===== src/rtl/tdu_pkg.sv =====
// tdu_pkg: shared types, opcodes and pixel helpers of the tft display unpacker
// used by tdu_front, tdu_queue, tdu_back and the top level
`timescale 1ns / 1ps
`default_nettype none

package tdu_pkg;

  // frame limits applied to the configured width and height
  localparam int MAX_WIDTH  = 256;
  localparam int MAX_HEIGHT = 256;

  localparam int FRAME_DIM_W  = 9;
  localparam int CFG_ADDR_W   = 3;
  localparam int CFG_DATA_W   = 32;
  localparam int QUEUE_DEPTH  = 4;

  localparam logic [FRAME_DIM_W-1:0] FRAME_WIDTH_RST  = 9'd128;
  localparam logic [FRAME_DIM_W-1:0] FRAME_HEIGHT_RST = 9'd160;

  // register index, taken from paddr[2]
  localparam logic REG_FRAME_WIDTH  = 1'b0;
  localparam logic REG_FRAME_HEIGHT = 1'b1;

  // request kinds
  localparam logic REQ_CMD  = 1'b0;
  localparam logic REQ_DATA = 1'b1;

  // command opcodes
  localparam logic [7:0] OP_NONE      = 8'h00;
  localparam logic [7:0] OP_SW_RESET  = 8'h01;
  localparam logic [7:0] OP_SLEEP_IN  = 8'h10;
  localparam logic [7:0] OP_SLEEP_OUT = 8'h11;
  localparam logic [7:0] OP_INV_OFF   = 8'h20;
  localparam logic [7:0] OP_INV_ON    = 8'h21;
  localparam logic [7:0] OP_DISP_OFF  = 8'h28;
  localparam logic [7:0] OP_DISP_ON   = 8'h29;
  localparam logic [7:0] OP_COL_SET   = 8'h2A;
  localparam logic [7:0] OP_ROW_SET   = 8'h2B;
  localparam logic [7:0] OP_RAM_WR    = 8'h2C;
  localparam logic [7:0] OP_IDLE_OFF  = 8'h38;
  localparam logic [7:0] OP_IDLE_ON   = 8'h39;
  localparam logic [7:0] OP_PIX_FMT   = 8'h3A;
  localparam logic [7:0] OP_SRC_DIR   = 8'hB7;
  localparam logic [7:0] OP_GATE_DIR  = 8'hB8;

  // pixel formats
  localparam logic [2:0] FMT_12BIT = 3'd3;
  localparam logic [2:0] FMT_16BIT = 3'd5;
  localparam logic [2:0] FMT_18BIT = 3'd6;

  typedef struct packed {
    logic sleep;
    logic idle;
    logic invert;
    logic flip_x;
    logic flip_y;
  } tdu_status_t;

  // one decoded item: up to two pixel candidates plus status
  typedef struct packed {
    logic [1:0]  npix;
    logic [15:0] x0;
    logic [15:0] x1;
    logic [15:0] y;
    logic [7:0]  r0;
    logic [7:0]  g0;
    logic [7:0]  b0;
    logic [7:0]  r1;
    logic [7:0]  g1;
    logic [7:0]  b1;
    logic        clr;
    tdu_status_t st;
  } tdu_entry_t;

  typedef struct packed {
    logic        pixel_write;
    logic [15:0] pixel_addr;
    logic [7:0]  red;
    logic [7:0]  green;
    logic [7:0]  blue;
    logic        last;
    logic        clear_frame;
    tdu_status_t st;
  } tdu_result_t;

  function automatic logic [7:0] rep4hi(input logic [7:0] b);
    return {b[7:4], b[7:4]};
  endfunction

  function automatic logic [7:0] rep4lo(input logic [7:0] b);
    return {b[3:0], b[3:0]};
  endfunction

  // big-endian half update: even byte index writes the upper byte
  function automatic logic [15:0] put_half(input logic [15:0] word, input logic [7:0] b,
                                           input logic [2:0] n);
    if (n[0] == 1'b0) begin
      return {b, word[7:0]};
    end
    return {word[15:8], b};
  endfunction

endpackage

`default_nettype wire


===== src/rtl/tdu_front.sv =====
// tdu_front: command/data decoder, window and cursor state, pixel gathering
// depends on tdu_pkg; produces one tdu_entry_t per accepted item
`timescale 1ns / 1ps
`default_nettype none

module tdu_front (
  input  wire logic               clk,
  input  wire logic               rst_n,
  input  wire logic               accept,
  input  wire logic               req_type,
  input  wire logic [7:0]         byte_value,
  output tdu_pkg::tdu_entry_t     entry
);
  import tdu_pkg::*;

  logic [7:0]  cmd_r, cmd_nxt;
  logic [2:0]  bc_r, bc_nxt;
  logic [15:0] col_start_r, col_start_nxt, col_end_r, col_end_nxt;
  logic [15:0] row_start_r, row_start_nxt, row_end_r, row_end_nxt;
  logic [15:0] cx_r, cx_nxt, cy_r, cy_nxt;
  logic [1:0]  gc_r, gc_nxt;
  logic [7:0]  gb0_r, gb0_nxt, gb1_r, gb1_nxt, gb2_r, gb2_nxt;
  logic [2:0]  fmt_r, fmt_nxt;
  tdu_status_t st_r, st_nxt;

  logic [1:0]  gi, gcn;
  logic        complete;
  logic [15:0] cx_adv, cy_inc;

  always_comb begin
    cmd_nxt       = cmd_r;
    bc_nxt        = bc_r;
    col_start_nxt = col_start_r;
    col_end_nxt   = col_end_r;
    row_start_nxt = row_start_r;
    row_end_nxt   = row_end_r;
    cx_nxt        = cx_r;
    cy_nxt        = cy_r;
    gc_nxt        = gc_r;
    gb0_nxt       = gb0_r;
    gb1_nxt       = gb1_r;
    gb2_nxt       = gb2_r;
    fmt_nxt       = fmt_r;
    st_nxt        = st_r;
    gi            = (gc_r > 2'd2) ? 2'd2 : gc_r;
    gcn           = gi + 2'd1;
    complete      = 1'b0;
    cx_adv        = cx_r;
    cy_inc        = cy_r + 16'd1;

    entry      = '0;
    entry.x0   = cx_r;
    entry.x1   = cx_r + 16'd1;
    entry.y    = cy_r;

    if (req_type == REQ_CMD) begin
      cmd_nxt = byte_value;
      bc_nxt  = 3'd0;
      case (byte_value)
        OP_SLEEP_IN, OP_DISP_OFF: st_nxt.sleep  = 1'b1;
        OP_SLEEP_OUT, OP_DISP_ON: st_nxt.sleep  = 1'b0;
        OP_IDLE_ON:               st_nxt.idle   = 1'b1;
        OP_IDLE_OFF:              st_nxt.idle   = 1'b0;
        OP_INV_ON:                st_nxt.invert = 1'b1;
        OP_INV_OFF:               st_nxt.invert = 1'b0;
        OP_SW_RESET:              entry.clr     = 1'b1;
        OP_RAM_WR: begin
          cx_nxt = col_start_r;
          cy_nxt = row_start_r;
          gc_nxt = 2'd0;
        end
        default: ;
      endcase
    end else begin
      case (cmd_r)
        OP_PIX_FMT:  fmt_nxt       = byte_value[2:0];
        OP_SRC_DIR:  st_nxt.flip_x = (byte_value != 8'd0);
        OP_GATE_DIR: st_nxt.flip_y = (byte_value != 8'd0);
        OP_COL_SET: begin
          if (bc_r < 3'd2) begin
            col_start_nxt = put_half(col_start_r, byte_value, bc_r);
          end else if (bc_r < 3'd4) begin
            col_end_nxt = put_half(col_end_r, byte_value, bc_r);
          end
          cx_nxt = col_start_nxt;
        end
        OP_ROW_SET: begin
          if (bc_r < 3'd2) begin
            row_start_nxt = put_half(row_start_r, byte_value, bc_r);
          end else if (bc_r < 3'd4) begin
            row_end_nxt = put_half(row_end_r, byte_value, bc_r);
          end
          cy_nxt = row_start_nxt;
        end
        OP_RAM_WR: begin
          if (gi == 2'd0) gb0_nxt = byte_value;
          if (gi == 2'd1) gb1_nxt = byte_value;
          if (gi == 2'd2) gb2_nxt = byte_value;
          gc_nxt   = gcn;
          complete = ((fmt_r == FMT_16BIT) && (gcn == 2'd2)) || (gcn == 2'd3);
          if (complete) begin
            gc_nxt = 2'd0;
            case (fmt_r)
              FMT_12BIT: begin
                entry.npix = 2'd2;
                entry.r0   = rep4hi(gb0_nxt);
                entry.g0   = rep4lo(gb0_nxt);
                entry.b0   = rep4hi(gb1_nxt);
                entry.r1   = rep4lo(gb1_nxt);
                entry.g1   = rep4hi(gb2_nxt);
                entry.b1   = rep4lo(gb2_nxt);
                cx_adv     = cx_r + 16'd2;
              end
              FMT_16BIT: begin
                entry.npix = 2'd1;
                entry.r0   = {gb0_nxt[7:3], gb0_nxt[7:5]};
                entry.g0   = {gb0_nxt[2:0], gb1_nxt[7:5], gb0_nxt[2:1]};
                entry.b0   = {gb1_nxt[4:0], gb1_nxt[4:2]};
                cx_adv     = cx_r + 16'd1;
              end
              FMT_18BIT: begin
                entry.npix = 2'd1;
                entry.r0   = gb0_nxt;
                entry.g0   = gb1_nxt;
                entry.b0   = gb2_nxt;
                cx_adv     = cx_r + 16'd1;
              end
              default: ;
            endcase
          end
          // wrap inside the window after the advance
          cx_nxt = cx_adv;
          if (cx_adv > col_end_r) begin
            cx_nxt = col_start_r;
            cy_nxt = (cy_inc > row_end_r) ? row_start_r : cy_inc;
          end
        end
        default: ;
      endcase
      if (bc_r < 3'd7) bc_nxt = bc_r + 3'd1;
    end

    entry.st = st_nxt;
  end

  always_ff @(posedge clk) begin
    if (!rst_n) begin
      cmd_r       <= OP_NONE;
      bc_r        <= 3'd0;
      col_start_r <= 16'd0;
      col_end_r   <= 16'd0;
      row_start_r <= 16'd0;
      row_end_r   <= 16'd0;
      cx_r        <= 16'd0;
      cy_r        <= 16'd0;
      gc_r        <= 2'd0;
      fmt_r       <= FMT_16BIT;
      st_r        <= '0;
    end else if (accept) begin
      cmd_r       <= cmd_nxt;
      bc_r        <= bc_nxt;
      col_start_r <= col_start_nxt;
      col_end_r   <= col_end_nxt;
      row_start_r <= row_start_nxt;
      row_end_r   <= row_end_nxt;
      cx_r        <= cx_nxt;
      cy_r        <= cy_nxt;
      gc_r        <= gc_nxt;
      fmt_r       <= fmt_nxt;
      st_r        <= st_nxt;
    end
  end

  // gathered bytes carry no reset
  always_ff @(posedge clk) begin
    if (accept) begin
      gb0_r <= gb0_nxt;
      gb1_r <= gb1_nxt;
      gb2_r <= gb2_nxt;
    end
  end

endmodule

`default_nettype wire


===== src/rtl/tdu_queue.sv =====
// tdu_queue: short flop queue of decoded items between front and back
// depends on tdu_pkg for the entry type
`timescale 1ns / 1ps
`default_nettype none

module tdu_queue #(
  parameter int DEPTH = 4
) (
  input  wire logic               clk,
  input  wire logic               rst_n,
  input  wire logic               push,
  input  wire tdu_pkg::tdu_entry_t wdata,
  output logic                    full,
  input  wire logic               pop,
  output tdu_pkg::tdu_entry_t     rdata,
  output logic                    empty
);
  import tdu_pkg::*;

  localparam int PTR_W = (DEPTH > 1) ? $clog2(DEPTH) : 1;
  localparam int CNT_W = $clog2(DEPTH + 1);

  tdu_entry_t       mem_r [DEPTH];
  logic [PTR_W-1:0] wptr_r, wptr_nxt, rptr_r, rptr_nxt;
  logic [CNT_W-1:0] cnt_r, cnt_nxt;
  logic             do_push, do_pop;

  assign full    = (cnt_r == CNT_W'(DEPTH));
  assign empty   = (cnt_r == '0);
  assign do_push = push && !full;
  assign do_pop  = pop && !empty;
  assign rdata   = mem_r[rptr_r];

  always_comb begin
    wptr_nxt = wptr_r;
    rptr_nxt = rptr_r;
    cnt_nxt  = cnt_r;
    if (do_push) begin
      wptr_nxt = (wptr_r == PTR_W'(DEPTH - 1)) ? '0 : wptr_r + PTR_W'(1);
    end
    if (do_pop) begin
      rptr_nxt = (rptr_r == PTR_W'(DEPTH - 1)) ? '0 : rptr_r + PTR_W'(1);
    end
    if (do_push && !do_pop) begin
      cnt_nxt = cnt_r + CNT_W'(1);
    end else if (do_pop && !do_push) begin
      cnt_nxt = cnt_r - CNT_W'(1);
    end
  end

  always_ff @(posedge clk) begin
    if (!rst_n) begin
      wptr_r <= '0;
      rptr_r <= '0;
      cnt_r  <= '0;
    end else begin
      wptr_r <= wptr_nxt;
      rptr_r <= rptr_nxt;
      cnt_r  <= cnt_nxt;
    end
  end

  always_ff @(posedge clk) begin
    if (do_push) mem_r[wptr_r] <= wdata;
  end

endmodule

`default_nettype wire


===== src/rtl/tdu_back.sv =====
// tdu_back: frame clipping, address multiply and result sequencing
// depends on tdu_pkg; drains tdu_queue into a one-deep output register
`timescale 1ns / 1ps
`default_nettype none

module tdu_back (
  input  wire logic                          clk,
  input  wire logic                          rst_n,
  input  wire logic                          q_empty,
  input  wire tdu_pkg::tdu_entry_t           q_rdata,
  output logic                               q_pop,
  input  wire logic [tdu_pkg::FRAME_DIM_W-1:0] frame_width,
  input  wire logic [tdu_pkg::FRAME_DIM_W-1:0] frame_height,
  output logic                               out_empty,
  input  wire logic                          out_pop,
  output tdu_pkg::tdu_result_t               result
);
  import tdu_pkg::*;

  logic [FRAME_DIM_W-1:0] w_eff, h_eff;
  logic [24:0]            prod;
  logic                   v0, v1, y_in;

  logic                   s1_valid_r;
  tdu_entry_t             s1_entry_r;
  logic [15:0]            s1_base_r;
  logic                   s1_v0_r, s1_v1_r, s1_phase_r;

  tdu_result_t            cur;
  logic                   out_valid_r;
  tdu_result_t            out_r;
  logic                   out_load, s1_done;

  always_comb begin
    w_eff = (int'(frame_width) > MAX_WIDTH) ? FRAME_DIM_W'(MAX_WIDTH) : frame_width;
    h_eff = (int'(frame_height) > MAX_HEIGHT) ? FRAME_DIM_W'(MAX_HEIGHT) : frame_height;
    prod  = 25'(q_rdata.y) * 25'(w_eff);
    y_in  = q_rdata.y < {7'd0, h_eff};
    v0    = (q_rdata.npix != 2'd0) && y_in && (q_rdata.x0 < {7'd0, w_eff});
    v1    = (q_rdata.npix == 2'd2) && y_in && (q_rdata.x1 < {7'd0, w_eff});
  end

  // pick the result the staged item gives next
  always_comb begin
    cur             = '0;
    cur.st          = s1_entry_r.st;
    cur.last        = 1'b1;
    if (s1_phase_r || (!s1_v0_r && s1_v1_r)) begin
      cur.pixel_write = 1'b1;
      cur.pixel_addr  = s1_base_r + s1_entry_r.x1;
      cur.red         = s1_entry_r.r1;
      cur.green       = s1_entry_r.g1;
      cur.blue        = s1_entry_r.b1;
    end else if (s1_v0_r) begin
      cur.pixel_write = 1'b1;
      cur.pixel_addr  = s1_base_r + s1_entry_r.x0;
      cur.red         = s1_entry_r.r0;
      cur.green       = s1_entry_r.g0;
      cur.blue        = s1_entry_r.b0;
      cur.last        = !s1_v1_r;
    end else begin
      cur.clear_frame = s1_entry_r.clr;
    end
  end

  assign out_load  = s1_valid_r && (!out_valid_r || out_pop);
  assign s1_done   = out_load && cur.last;
  assign q_pop     = !q_empty && (!s1_valid_r || s1_done);
  assign out_empty = !out_valid_r;
  assign result    = out_r;

  always_ff @(posedge clk) begin
    if (!rst_n) begin
      s1_valid_r  <= 1'b0;
      s1_phase_r  <= 1'b0;
      out_valid_r <= 1'b0;
    end else begin
      if (q_pop) begin
        s1_valid_r <= 1'b1;
        s1_phase_r <= 1'b0;
      end else if (s1_done) begin
        s1_valid_r <= 1'b0;
      end else if (out_load) begin
        s1_phase_r <= 1'b1;
      end
      if (out_load) begin
        out_valid_r <= 1'b1;
      end else if (out_pop) begin
        out_valid_r <= 1'b0;
      end
    end
  end

  always_ff @(posedge clk) begin
    if (q_pop) begin
      s1_entry_r <= q_rdata;
      s1_base_r  <= prod[15:0];
      s1_v0_r    <= v0;
      s1_v1_r    <= v1;
    end
    if (out_load) out_r <= cur;
  end

endmodule

`default_nettype wire


===== src/rtl/tft_display_command_pixel_unpacker_top.sv =====
// display write-side decoder: command/data bytes in, frame-buffer writes out.
// Input queue side: push/full with in_req_type (0 command, 1 data) and
// in_byte_value; an item is taken when push is high and full is low.
// Result queue side: empty/pop; the oldest result sits on the out_ ports
// while empty is low and leaves on pop. Each item gives one result (status
// only, or one pixel) or up to two for a 12-bit pixel pair; out_last marks the end.
// The decoder takes one item every cycle while full is low, the output side
// one result a cycle while pop is held; a 12-bit pair adds a result to send.
// A four-entry queue between decoder and output stage absorbs that and any
// receiver stall; full rises only once it fills. Frame width and height are
// set over the APB port (byte address 0 and 4) by the user only while the
// block is idle; the block itself does not enforce it. Reset (rst_n low,
// synchronous) empties both queues, restores width 128, height 160, 16-bit
// format and clears status.
// files: tdu_pkg, tdu_front, tdu_queue, tdu_back
`timescale 1ns / 1ps
`default_nettype none

module tft_display_command_pixel_unpacker_top (
  input  wire logic                          clk,
  input  wire logic                          rst_n,
  input  wire logic                          push,
  output logic                               full,
  input  wire logic                          in_req_type,
  input  wire logic [7:0]                    in_byte_value,
  output logic                               empty,
  input  wire logic                          pop,
  output logic                               out_pixel_write,
  output logic [15:0]                        out_pixel_addr,
  output logic [7:0]                         out_red,
  output logic [7:0]                         out_green,
  output logic [7:0]                         out_blue,
  output logic                               out_last,
  output logic                               out_clear_frame,
  output logic                               out_sleep_flag,
  output logic                               out_idle_flag,
  output logic                               out_invert_flag,
  output logic                               out_flip_x,
  output logic                               out_flip_y,
  input  wire logic                          psel,
  input  wire logic                          penable,
  input  wire logic                          pwrite,
  input  wire logic [tdu_pkg::CFG_ADDR_W-1:0] paddr,
  input  wire logic [tdu_pkg::CFG_DATA_W-1:0] pwdata,
  output logic [tdu_pkg::CFG_DATA_W-1:0]     prdata,
  output logic                               pready
);
  import tdu_pkg::*;

  logic [FRAME_DIM_W-1:0] fw_r, fw_nxt, fh_r, fh_nxt;
  logic                   cfg_wr;
  logic                   accept;
  tdu_entry_t             f_entry, q_entry;
  logic                   q_empty, q_pop;
  tdu_result_t            res;

  // configuration registers
  assign pready = 1'b1;
  assign cfg_wr = psel && penable && pwrite;

  always_comb begin
    fw_nxt = fw_r;
    fh_nxt = fh_r;
    if (cfg_wr) begin
      case (paddr[2])
        REG_FRAME_WIDTH:  fw_nxt = pwdata[FRAME_DIM_W-1:0];
        REG_FRAME_HEIGHT: fh_nxt = pwdata[FRAME_DIM_W-1:0];
        default: ;
      endcase
    end
  end

  always_comb begin
    case (paddr[2])
      REG_FRAME_WIDTH:  prdata = CFG_DATA_W'(fw_r);
      REG_FRAME_HEIGHT: prdata = CFG_DATA_W'(fh_r);
      default:          prdata = '0;
    endcase
  end

  always_ff @(posedge clk) begin
    if (!rst_n) begin
      fw_r <= FRAME_WIDTH_RST;
      fh_r <= FRAME_HEIGHT_RST;
    end else begin
      fw_r <= fw_nxt;
      fh_r <= fh_nxt;
    end
  end

  assign accept = push && !full;

  tdu_front u_front (
    .clk        (clk),
    .rst_n      (rst_n),
    .accept     (accept),
    .req_type   (in_req_type),
    .byte_value (in_byte_value),
    .entry      (f_entry)
  );

  tdu_queue #(
    .DEPTH (QUEUE_DEPTH)
  ) u_queue (
    .clk   (clk),
    .rst_n (rst_n),
    .push  (push),
    .wdata (f_entry),
    .full  (full),
    .pop   (q_pop),
    .rdata (q_entry),
    .empty (q_empty)
  );

  tdu_back u_back (
    .clk          (clk),
    .rst_n        (rst_n),
    .q_empty      (q_empty),
    .q_rdata      (q_entry),
    .q_pop        (q_pop),
    .frame_width  (fw_r),
    .frame_height (fh_r),
    .out_empty    (empty),
    .out_pop      (pop),
    .result       (res)
  );

  assign out_pixel_write = res.pixel_write;
  assign out_pixel_addr  = res.pixel_addr;
  assign out_red         = res.red;
  assign out_green       = res.green;
  assign out_blue        = res.blue;
  assign out_last        = res.last;
  assign out_clear_frame = res.clear_frame;
  assign out_sleep_flag  = res.st.sleep;
  assign out_idle_flag   = res.st.idle;
  assign out_invert_flag = res.st.invert;
  assign out_flip_x      = res.st.flip_x;
  assign out_flip_y      = res.st.flip_y;

endmodule

`default_nettype wire


===== config.mk =====
export PLATFORM = sky130hd
export DESIGN_NAME = tft_display_command_pixel_unpacker_top
export DESIGN_NICKNAME = d
export VERILOG_FILES = /design/src/rtl/tdu_pkg.sv /design/src/rtl/tdu_front.sv /design/src/rtl/tdu_queue.sv /design/src/rtl/tdu_back.sv /design/src/rtl/tft_display_command_pixel_unpacker_top.sv
export SDC_FILE = /design/constraint.sdc
export NUM_CORES = 1
export LEC_CHECK = 0
export BUFFER_PORTS_ARGS = -buffer_cell sky130_fd_sc_hd__clkbuf_2
export CAP_MARGIN = 15
export CORE_AREA = 2 2 347 349
export DETAILED_ROUTE_END_ITERATION = 16
export DIE_AREA = 0 0 349 351
export RECOVER_POWER = 100
export SETUP_SLACK_MARGIN = 0.2
export SLEW_MARGIN = 20
export SYNTH_ARGS = -nofsm -noshare
export SYNTH_HDL_FRONTEND = slang
export SYNTH_HIERARCHICAL = 1
export SYNTH_SLANG_ARGS = --single-unit

===== constraint.sdc =====
create_clock -name clk -period 9.1 [get_ports clk]
set_input_delay 0.455 -clock clk [delete_from_list [all_inputs] [get_ports clk]]
set_output_delay 0.455 -clock clk [all_outputs]
set_load 0.005 [all_outputs]

==> results.yml <==
clock_tree:
  post-cts-setup-buffers: 0
  numClockSinks: 739
  clkTransAtPathRegs_ns: 0.07
  clk_path_buf_depth: 3
  cts_tree: "yes"
  cts_buffers: 77
  root_buffer: "clkbuf_16"
  cts_resized: 0
  cts_hold_buf: 0
  clk_latency_ns: 0.65
  htreeDepth: 3
pwr:
  irDropWorstVdd_uv: 162
  p_switching_mw: 3.50
  pwr-share-comb_pct: 27.7
  p_leak_nw: 14.2
  power_density_nw_per_um2: 279
  internal_power_mw: 7.59
  p_clk_share_pct: 28.6
  p_total_mw: 11.1
  switching_share_pct: 31.5
  seq_power_share_pct: 43.7
global_routing:
  grt_pass1_wl_um: 126000
  antenna_found_initial: 8
  grt_use_total_pct: 13.4
  grt_pass1_vias: 20600
  grt_max_degree: 88
  gr-total-overflow: 0
layout:
  fillCellCount: 11600
  fin_util_pct: 33.4
  syn_to_final_growth_pct: 12.0
  layout_common_cells: "edfxtp_1 (592), nand2_1 (289), inv_1 (168)"
  final_cell_area_um2: 39700
  multi_input_area_um2: 13300
  final_common_cell: "edfxtp_1"
  nNetsFinal: 2949
  drive_above_1_share_pct: 11.7
  regArea_um2: 20700
sta:
  finClkSkew_ns: 0.0366
  rsz0062_at_grt: "false"
  finalSetupTns_ns: 0
  hold_viol: 0
  fin_hold_ws_ns: 0.0810
  finalCriticalPeriod_ns: 6.87
  slew_headroom_pct: -180
  drv_slew: 650
  max_freq_mhz: 146
  fin_crit_sh_pct: 75.5
  setup_viol: 0
  tightest_slew_ns: 4.20
drt:
  drc: 0
  routed_via_density: 4.84
  ant_nets: 0
  via_count: 20900
  avgRoutedWirePerCell_um: 19.2
  routed_wl_um: 82800
  firstDrtPassIters: 5
  detail_route.iter0.violations: 1563
floorplanning:
  core-area_um2: 119000
  die-area_um2: 122000
  die_height_um: 351
  row_count: 127
  start_util_pct: 29.8
  die_w_um: 349
  io_pins: 134
placement:
  place.gp.congestion: 0.815
  port-buffer-count: 84
  place_hpwl_um: 54900
  place_area_um2: 37300
synthesis:
  synth_xor_area_share_pct: 2.17
  synth_top_area_share_pct: 50.1
  synth_edf_count: 592
  yosys.area.top_type: "edfxtp_1"
  synth_adder_area_share_pct: 8.18
  synth-async-reset-ratio_pct: 0
  ys_seq_area_share_pct: 58.4
  synth_top_family_by_area: "simple AND/OR/NAND/NOR gates"
  postSynthCellCount: 2665
  synthSimpleGateAreaFrac_pct: 10.1
  yosysUniqueCellTypes: 90
  synth_compound_area_share_pct: 6.72
  synthMuxAreaShare_pct: 9.99
  yosys-top-cells-area: "edfxtp_1 (50%), dfxtp_1 (8.3%), mux4_2 (6.6%)"
  ys_ff_latch: 739
  netlist_area_um2: 35500
  ys_warn_count: 6
  synth_ff_type: "edfxtp_1"
  syn_avg_cell_area_um2: 13.3
worst_setup_path:
  crit_required_ns: 9.46
  critPathCaptureType: "flip-flop"
  critPathMaxFanout: 34
  cp-start-kind: "flip-flop"
  cp.arrival_ns: 7.23
  critPathKind: "flip-flop to flip-flop"
hold_path:
  hold_class: "input pin to flip-flop"
run:
  cap_violations: 14
outcome:
  violations: "max-capacitance violations, max-slew violations"
  outcome: "complete, but fails checks"
[routing by layer]
layer	part of all wire, %	vias to the layer above	global-route usage [%]
met4	2.1	14	3.63
met1	43	10500	17.7
met2	49	501	22.7
met5	0.087	-	0
met3	5.0	114	2.14
li1	-	9771	-
[area by class of cell]
class | count | area share, %
Inverter | 169 | 1.60
Multi-Input combinational cell | 1606 | 33.5
Clock inverter | 47 | 1.23
Clock buffer | 94 | 5.25
Timing Repair Buffer | 115 | 1.42
Tap cell | 1548 | 4.87
Antenna cell | 1 | 0.00630
Sequential cell | 739 | 52.2
[registers in the layout, summed over array words and instances, names as in the netlist, 3 cells and up, named ones only]
signal and cells:
u_back/s1_entry_r 81, u_back/result 48, u_front/gb2_r 8, u_front/cy_r 16, u_front/st_r 5, u_front/cx_r 16
u_queue/mem_r 416, u_queue/cnt_r 3, u_front/col_start_r 16, u_front/gb0_r 8, fw_r 9, u_back/s1_base_r 16
u_front/bc_r 3, u_front/row_start_r 16, u_front/col_end_r 16, u_front/row_end_r 16, u_front/cmd_r 8, u_front/gb1_r 8
u_back/cur 5, fh_r 9, u_front/fmt_r 3
[cell families (layout without fill, tap and decap cells)]
family                     count (synthesis)  in the layout
other                                      2             25
adders and majority gates                190            190
AOI/OAI and AO/OA                        358            358
and+or+nand+nor                          725            725
xor gates and xnor gates                  88             88
buffers and inverters                    342            425
muxes                                    221            221
DFF                                      739            739
[cell usage after synthesis (6+ instances only)]
library cell	instances
a221oi_1	15
nor3b_1	6
a21boi_0	11
mux4_2	104
fa_1	70
o21a_1	18
nor2b_1	107
xnor2_1	47
buf_2	27
edfxtp_1	592
clkbuf_1	88
a31oi_1	33
o211ai_1	12
and2_2	6
buf_4	38
a211oi_1	8
a21oi_1	70
dfxtp_1	147
buf_1	7
nand3_1	57
o22ai_1	20
nand4_1	18
nor2_1	93
inv_1	168
and2_1	46
mux2_2	24
nor4_1	16
buf_8	7
nand2_1	289
and3_1	6
mux2i_1	93
a22oi_1	10
o21ai_0	77
nand2b_1	16
ha_1	120
a21o_1	22
xor2_1	41
nor3_1	27
[final timing paths]
check | slack, ns | cells past startpoint | end | startpoint
worst min-delay path | 0.08 | 3 | fw_r[5] | pwdata[5]
worst max register to register | 2.23 | 14 | u_back/s1_base_r[15] | flip-flop
worst max-delay path | 2.23 | 14 | u_back/s1_base_r[15] | flip-flop
worst min register to register | 0.43 | 0 | u_back/result[2] | u_back/cur[2]
[power by group through the flow]
stage          clock, mW  sequential (mW)  combinational, mW
5_1_grt             3.39             4.92               3.41
6_report            3.17             4.84               3.07
3_3_place_gp           0             4.87               3.09
2_1_floorplan          0             4.79               2.29
4_1_cts             3.26             4.82               3.14
3_5_place_dp           0             4.88               3.13
[worst max-delay path, stage by stage (launching register included)]
cell,delay (ns)
dfxtp_1,1.84
mux4_2,0.85
and2_1,0.25
fa_1,0.50
fa_1,0.52
fa_1,0.54
inv_1,0.06
fa_1,0.53
inv_1,0.04
ha_1,0.31
o21a_1,0.13
nor2_1,0.04
o311ai_0,0.61
o31ai_1,0.16
xnor2_1,0.17
[stage by stage]
step / setup slack [ns] / std cells
floorplan: 0.894 / 2687
global placement: 3.24 / 4177
detailed placement: 3.20 / 4177
CTS: 3.14 / 4318
global route: 1.48 / 4319
finish: 2.23 / 4319
Power figures use the tool's default switching activity.
